**config.mk**
```make
export PLATFORM = sky130hd
export DESIGN_NAME = mfek_ctrl
export DESIGN_NICKNAME = d
export VERILOG_FILES = /design/src/rtl/mfek_pkg.sv /design/src/rtl/mfek_ctrl.sv
export SDC_FILE = /design/constraint.sdc
export NUM_CORES = 1
export LEC_CHECK = 0
export ABC_CLOCK_PERIOD_IN_PS = 5510
export BUFFER_PORTS_ARGS = -buffer_cell sky130_fd_sc_hd__buf_2
export CAP_MARGIN = 20
export CORE_ASPECT_RATIO = 0.75
export CORE_UTILIZATION = 59
export DETAILED_ROUTE_END_ITERATION = 6
export PLACE_DENSITY = 0.89
export SLEW_MARGIN = 20
export SYNTH_ARGS = -nofsm -noshare
export SYNTH_HDL_FRONTEND = slang
export SYNTH_SLANG_ARGS = --single-unit
```
**constraint.sdc**
```tcl
create_clock -name clk_i -period 5.51 [get_ports clk_i]
set_input_delay 1.653 -clock clk_i [delete_from_list [all_inputs] [get_ports clk_i]]
set_output_delay 1.653 -clock clk_i [all_outputs]
set_load 0.02 [all_outputs]
```
**src/rtl/mfek_pkg.sv**
```systemverilog
// Shared types and constants of the Edmonds-Karp maximum flow block.
// Used by mfek_ctrl, mfek_dp and max_flow_edmonds_karp. No dependencies.
`timescale 1ns / 1ps
package mfek_pkg;

  localparam int NumNodesDef = 64;
  localparam int NodeW       = 6;
  localparam int CapInW      = 16;
  localparam int CfgW        = 7;
  localparam int WordW       = 32;
  localparam int FlowOutW    = 31;
  localparam int CfgIdxW     = 1;

  localparam logic [FlowOutW-1:0] OutMax = {FlowOutW{1'b1}};
  localparam logic [WordW-1:0]    CapMax = {1'b0, {(WordW-1){1'b1}}};

  localparam logic ReqEdge = 1'b0;
  localparam logic ReqFlow = 1'b1;

  typedef enum logic [CfgIdxW-1:0] {
    CFG_SOURCE = 1'b0,
    CFG_SINK   = 1'b1
  } cfg_idx_e;

  typedef enum logic [4:0] {
    CMD_NOP,
    CMD_CLR,
    CMD_LOAD,
    CMD_E_RD_FWD,
    CMD_E_RD_REV,
    CMD_E_WR,
    CMD_B_INIT,
    CMD_B_POP,
    CMD_B_CUR,
    CMD_S_SKIP,
    CMD_S_RD,
    CMD_S_CHK,
    CMD_P_RD,
    CMD_P_EDGE,
    CMD_P_CHK,
    CMD_A_W1,
    CMD_A_W2,
    CMD_OUT
  } cmd_e;

  typedef struct packed {
    logic clr_last;
    logic edge_ok;
    logic undirected;
    logic is_flow;
    logic cfg_bad;
    logic s_eq_t;
    logic q_empty;
    logic nxt_visited;
    logic nxt_last;
    logic resid_pos;
    logic nxt_is_sink;
    logic u_is_src;
  } status_t;

endpackage

```
**src/rtl/mfek_ctrl.sv**
```systemverilog
// Sequencer of the maximum flow block: clearing pass, edge loads, searches and path walks.
// Depends on mfek_pkg; drives the commands of mfek_dp.
`timescale 1ns / 1ps
module mfek_ctrl (
  input  logic              clk_i,
  input  logic              rst_ni,
  input  logic              in_valid_i,
  output logic              in_stall_o,
  output logic              out_valid_o,
  input  logic              out_stall_i,
  input  mfek_pkg::status_t st_i,
  output mfek_pkg::cmd_e    cmd_o
);
  import mfek_pkg::*;

  typedef enum logic [19:0] {
    ST_CLR   = 20'h00001,
    ST_IDLE  = 20'h00002,
    ST_DISP  = 20'h00004,
    ST_E_RD1 = 20'h00008,
    ST_E_WR1 = 20'h00010,
    ST_E_RD2 = 20'h00020,
    ST_E_WR2 = 20'h00040,
    ST_B_INI = 20'h00080,
    ST_B_POP = 20'h00100,
    ST_B_CUR = 20'h00200,
    ST_S_RD  = 20'h00400,
    ST_S_CHK = 20'h00800,
    ST_P_RD  = 20'h01000,
    ST_P_EDG = 20'h02000,
    ST_P_CHK = 20'h04000,
    ST_A_RD  = 20'h08000,
    ST_A_E1  = 20'h10000,
    ST_A_W1  = 20'h20000,
    ST_A_W2  = 20'h40000,
    ST_DONE  = 20'h80000
  } state_e;

  state_e state_q, state_d;
  logic   out_valid_q, out_valid_d;
  cmd_e   cmd;

  always_comb begin
    state_d = state_q;
    cmd     = CMD_NOP;
    unique case (state_q)
      ST_CLR: begin
        cmd = CMD_CLR;
        if (st_i.clr_last) state_d = ST_IDLE;
      end
      ST_IDLE: begin
        if (in_valid_i) begin
          cmd     = CMD_LOAD;
          state_d = ST_DISP;
        end
      end
      ST_DISP: begin
        if (!st_i.is_flow) begin
          state_d = st_i.edge_ok ? ST_E_RD1 : ST_IDLE;
        end else begin
          state_d = (st_i.cfg_bad || st_i.s_eq_t) ? ST_DONE : ST_B_INI;
        end
      end
      ST_E_RD1: begin
        cmd     = CMD_E_RD_FWD;
        state_d = ST_E_WR1;
      end
      ST_E_WR1: begin
        cmd     = CMD_E_WR;
        state_d = st_i.undirected ? ST_E_RD2 : ST_IDLE;
      end
      ST_E_RD2: begin
        cmd     = CMD_E_RD_REV;
        state_d = ST_E_WR2;
      end
      ST_E_WR2: begin
        cmd     = CMD_E_WR;
        state_d = ST_IDLE;
      end
      ST_B_INI: begin
        cmd     = CMD_B_INIT;
        state_d = ST_B_POP;
      end
      ST_B_POP: begin
        if (st_i.q_empty) begin
          state_d = ST_DONE;
        end else begin
          cmd     = CMD_B_POP;
          state_d = ST_B_CUR;
        end
      end
      ST_B_CUR: begin
        cmd     = CMD_B_CUR;
        state_d = ST_S_RD;
      end
      ST_S_RD: begin
        if (st_i.nxt_visited) begin
          cmd = CMD_S_SKIP;
          if (st_i.nxt_last) state_d = ST_B_POP;
        end else begin
          cmd     = CMD_S_RD;
          state_d = ST_S_CHK;
        end
      end
      ST_S_CHK: begin
        cmd = CMD_S_CHK;
        priority if (st_i.resid_pos && st_i.nxt_is_sink) state_d = ST_P_RD;
        else if (st_i.nxt_last)                          state_d = ST_B_POP;
        else                                             state_d = ST_S_RD;
      end
      ST_P_RD: begin
        cmd     = CMD_P_RD;
        state_d = ST_P_EDG;
      end
      ST_P_EDG: begin
        cmd     = CMD_P_EDGE;
        state_d = ST_P_CHK;
      end
      ST_P_CHK: begin
        cmd     = CMD_P_CHK;
        state_d = st_i.u_is_src ? ST_A_RD : ST_P_RD;
      end
      ST_A_RD: begin
        cmd     = CMD_P_RD;
        state_d = ST_A_E1;
      end
      ST_A_E1: begin
        cmd     = CMD_P_EDGE;
        state_d = ST_A_W1;
      end
      ST_A_W1: begin
        cmd     = CMD_A_W1;
        state_d = ST_A_W2;
      end
      ST_A_W2: begin
        cmd     = CMD_A_W2;
        state_d = st_i.u_is_src ? ST_B_INI : ST_A_RD;
      end
      ST_DONE: begin
        if (!out_valid_q || !out_stall_i) begin
          cmd     = CMD_OUT;
          state_d = ST_IDLE;
        end
      end
      default: begin
        state_d = ST_IDLE;
      end
    endcase
  end

  always_comb begin
    out_valid_d = out_valid_q;
    if (cmd == CMD_OUT) begin
      out_valid_d = 1'b1;
    end else if (!out_stall_i) begin
      out_valid_d = 1'b0;
    end
  end

  always_ff @(posedge clk_i or negedge rst_ni) begin
    if (!rst_ni) begin
      state_q     <= ST_CLR;
      out_valid_q <= 1'b0;
    end else begin
      state_q     <= state_d;
      out_valid_q <= out_valid_d;
    end
  end

  assign in_stall_o  = (state_q != ST_IDLE);
  assign out_valid_o = out_valid_q;
  assign cmd_o       = cmd;

endmodule

```
-- Word level (Yosys, flattened, before mapping)
Cells that the tools add are included.
- flip-flop bits (word level): 21
- latch bits: 0
- memory bits (writable): 0
- ROM bits: 0
- input port bits: 16
- output and inout port bits: 7
- word-level logic and storage cells: 60
- memories kept: 0
- $add $sub $neg: 0
- multipliers: 0
- divide/modulo/power cells: 0
- $lt $le $gt $ge: 0
- eq/ne operators: 27
- shift-type cells: 0
- mux-type cells: 22
- bitwise gates (word level): 0
- reductions and logical operators: 9
- operator list (kind ; count):
    case mux 20 bit (19 select lines) ; 1
    2-to-1 mux 20 bit ; 8
    case mux 5 bit (16 select lines) ; 1
    2-to-1 mux 16 bit ; 2
    equality test 20 x 1 -> 1 bit, second input constant ; 1
    equality test 20 x 10 -> 1 bit, second input constant ; 1
    equality test 20 x 11 -> 1 bit, second input constant ; 1
    equality test 20 x 12 -> 1 bit, second input constant ; 1
    equality test 20 x 13 -> 1 bit, second input constant ; 1
    equality test 20 x 14 -> 1 bit, second input constant ; 1
    equality test 20 x 15 -> 1 bit, second input constant ; 1
    equality test 20 x 16 -> 1 bit, second input constant ; 1
    equality test 20 x 17 -> 1 bit, second input constant ; 1
    equality test 20 x 18 -> 1 bit, second input constant ; 1
    equality test 20 x 19 -> 1 bit, second input constant ; 1
    equality test 20 x 2 -> 1 bit, second input constant ; 1
    equality test 20 bit, second input constant ; 1
    equality test 20 x 3 -> 1 bit, second input constant ; 1
    equality test 20 x 4 -> 1 bit, second input constant ; 1
    equality test 20 x 5 -> 1 bit, second input constant ; 1
    equality test 20 x 6 -> 1 bit, second input constant ; 1
    equality test 20 x 7 -> 1 bit, second input constant ; 1
    equality test 20 x 8 -> 1 bit, second input constant ; 1
    equality test 20 x 9 -> 1 bit, second input constant ; 1
    18 further kinds ; 26

-- Depth between registers and ports, before layout
- depth after elaboration: 6
- depth in mapped cells: 7
- depth with buffers taken out: 6

-- Least setup slack after synthesis
No wires, ideal clock.
- kind: in2out
- start point: input port in_valid_i
- end point: output port cmd_o[1]
- data arrival time: 2.838 ns
- data required time: 3.857 ns
- setup slack: 1.019 ns
- cell stages on the path: 3
- path buffers: 0
- cells stage by stage: and2_4 or4_1 or4_1
- word-level cells in the longest chain between the ends: 2
- RTL lines (what ; line ; text):
    start: declaration ; mfek_ctrl.sv:7 ; input logic in_valid_i,
    2-to-1 mux 2 bit ; mfek_ctrl.sv:52 ; if (in_valid_i) begin
    case mux 5 bit (16 select lines) ; mfek_ctrl.sv:46 ; unique case (state_q)
    end: declaration ; mfek_ctrl.sv:12 ; output mfek_pkg::cmd_e cmd_o
Every way passes these cells.

-- Worst setup path in the final report
Ends and elaborated chain as after synthesis.

==> results.py <==
metrics = {
    "min_path": {
        "min_from": "state_q[17]",
        "whs_path_depth": 1,
        "hold_end": "state_q[17]",
        "hp-class": "register to register",
    },
    "worst_setup_path": {
        "crit_path_end_kind": "output pin",
        "cpPeakStageDelay_ps": 500,
        "start_kind": "primary input",
        "ff2ff_setup_slack_ps": 3030,
        "r2r-start": "state_q[5]",
        "cp_data_required_time_ps": 3860,
        "crit_arrival_ps": 3030,
        "cp_max_fo": 2,
        "worstPathCellList": "buf_2 > and2_4 > or4_1 > or4_1 > buf_2",
        "r2r-end": "state_q[1]",
        "rr_worst_depth": 6,
        "cp_num_buf_inv": 2,
        "crit_type": "primary input to output pin",
        "crit_slowest_cell": "or4_1",
        "cp-startpoint": "in_valid_i",
        "cp_top_family": "simple AND/OR/NAND/NOR gates",
    },
    "clock_network": {
        "cts_setup_buffers": 0,
        "cts_tree": "done",
        "clk_pin_slew_ps": 110,
        "clockBufferDepth": 2,
        "clock_sinks": 21,
        "clock_latency_ps": 320,
        "ctsRootBufferMaster": "clkbuf_4",
        "cts_resized": 0,
        "numCtsBuffers": 3,
        "cts_max_level": 1,
        "cts.hold.buffers_added": 0,
    },
    "route": {
        "drc": 6,
        "totalWireLength_um": 3340,
        "ant_nets": 0,
        "drtIter0Drc": 136,
        "vias_per_cell": 6.99,
        "wl_per_cell_um": 17.8,
        "dr.pass1.iters": 6,
        "route.vias.total": 1314,
    },
    "placed_design": {
        "dp.cells": 184,
        "place_hpwl_um": 2500,
        "gp_congestion": 0.904,
        "port_buffers": 22,
    },
    "timing": {
        "fmax_ghz": 0.213,
        "min_period_ps": 4690,
        "final_hold_viol_count": 0,
        "drv_slew": 0,
        "fin_hold_ws_ps": 558,
        "rsz0062_at_grt": "false",
        "skew_ps": 5.25,
        "setup_tns_ps": 0,
        "setup_viol": 0,
        "worst_pin_slew_ps": 615,
        "slew_headroom_pct": 58.6,
        "fin_crit_sh_pct": 85.1,
    },
    "global_route": {
        "grt_max_degree": 22,
        "grt_usage_pct": 30.7,
        "grt_pass1_vias": 1177,
        "grt_overflow_total": 0,
        "antenna_found_initial": 0,
        "grt_pass1_wl_um": 5510,
    },
    "die": {
        "rows": 14,
        "core_um2": 2070,
        "die_w_um": 56.9,
        "initial_utilization_pct": 64.4,
        "die_height_um": 43.1,
        "die-area_um2": 2450,
        "ios": 23,
    },
    "yosys": {
        "synth_edf_count": 0,
        "ys_warn_count": 0,
        "async_flop_share_pct": 100,
        "synth_seq_area_share_pct": 39.6,
        "ys_ff_latch": 21,
        "postSynthNetCount": 156,
        "syn_inst": 140,
        "syn-cell-area_um2": 1330,
        "avgSynthCellArea_um2": 9.51,
        "ys.flop_type": "dfrtp_1",
        "ys_types": 48,
    },
    "run": {
        "drv_cap": 0,
    },
    "finish": {
        "finish.net_count": 181,
        "diodes": 0,
        "finalNonFillerCells": 188,
        "final_cell_mix": "22 x buf_2, 20 x dfrtp_1, 14 x nor2_1",
        "drive_gt1_share_pct": 23.8,
        "final_common_cell": "buf_2",
        "area_delta_synth_final_pct": 11.7,
        "nFillCells": 146,
    },
    "power": {
        "p_per_area_nw_per_um2": 298,
        "p_leak_nw": 0.675,
        "ir_worst_vdd_mv": 0.209,
    },
    "run_status": {
        "violations": "DRC",
        "status": "finished with violations",
    },
}
## power by group
group	internal [W]	leakage (nW)	switching [W]	total, W
registers	0.000163	0.286	0.0000141	0.000177
logic	0.0000703	0.375	0.000118	0.000188
clock network	0.0000284	0.0150	0.0000486	0.0000769
## how the worst max path moves through the flow
stage               end  slack (ps)  cells past startpoint
2_1_floorplan  cmd_o[1]        1020                      3
3_3_place_gp   cmd_o[1]         820                      5
3_5_place_dp   cmd_o[1]         820                      5
4_1_cts        cmd_o[1]         820                      5
5_1_grt        cmd_o[1]         790                      5
6_report       cmd_o[1]         820                      5
## Yosys cell counts (2+ instances only)
cell type,n,area share (%)
nand2_1,6,1.7
or4_4,2,1.7
nand3_1,5,1.9
nor3_2,4,3.0
or4_1,6,3.4
inv_1,4,1.1
buf_2,2,0.75
nor3b_1,6,3.4
nand2b_1,6,2.8
nor2_1,14,3.9
xnor2_1,2,1.3
o2111ai_1,2,1.3
dfrtp_1,20,38
o221ai_1,2,1.3
and4b_1,2,1.5
nand4_1,5,2.3
nor4_1,4,1.9
xor2_1,3,2.0
nand4b_1,3,2.0
o32ai_1,2,1.3
nand3b_1,2,1.1
o21ai_0,4,1.5
a31oi_1,2,0.94
o22ai_1,2,0.94
nor3_1,7,2.6
## registers in the layout, indices dropped and copies added, names as in the netlist
signal,count
out_valid_o,1
state_q,20
## through the flow
stage / total power (W) / area, µm² / util [%] / setup slack [ps]
2_1_floorplan: 0.000315 / 1330 / - / 1020
3_3_place_gp: 0.000358 / 1460 / 70.7 / 818
3_5_place_dp: 0.000364 / 1460 / 70.7 / 824
4_1_cts: 0.000443 / 1490 / 72.0 / 824
5_1_grt: 0.000469 / 1490 / 72.0 / 787
6_report: 0.000443 / 1490 / 72.0 / 822
## cell type report
type / count / area, µm² / area share [%]
Clock buffer: 4 / 26.3 / 1.77
Inverter: 4 / 15.0 / 1.01
Multi-Input combinational cell: 113 / 779 / 52.4
Sequential cell: 21 / 527 / 35.4
Tap cell: 24 / 30.0 / 2.02
Timing Repair Buffer: 22 / 110 / 7.40
## metal layers
| metal | routed length [µm] | track usage (%) | part of all wire [%] | up-vias |
|---|---|---|---|---|
| met5 | 0 | 0 | 0 | - |
| met4 | 93 | 9.27 | 2.8 | 0 |
| met3 | 278 | 7.32 | 8.3 | 15 |
| met2 | 1560 | 46.9 | 47 | 64 |
| met1 | 1410 | 43.5 | 42 | 631 |
| li1 | - | - | - | 604 |
## cell families (layout without fill, tap and decap cells)
group	after synthesis	count (layout)	share of synthesized area, %
simple gates	84	84	41.6
compound gates	24	24	13.6
flops	21	21	39.6
buf+inv	6	30	1.88
xor+xnor	5	5	3.29
## worst reg2reg max path, cell delays in order, from the launching register on
cell and delay, ps:
dfrtp_1 460, or4_4 610, nor4_4 430, nand3_2 240, o221ai_1 380, or4_1 190
a31oi_1 80
Note: power is estimated with default switching activity, not from simulation.
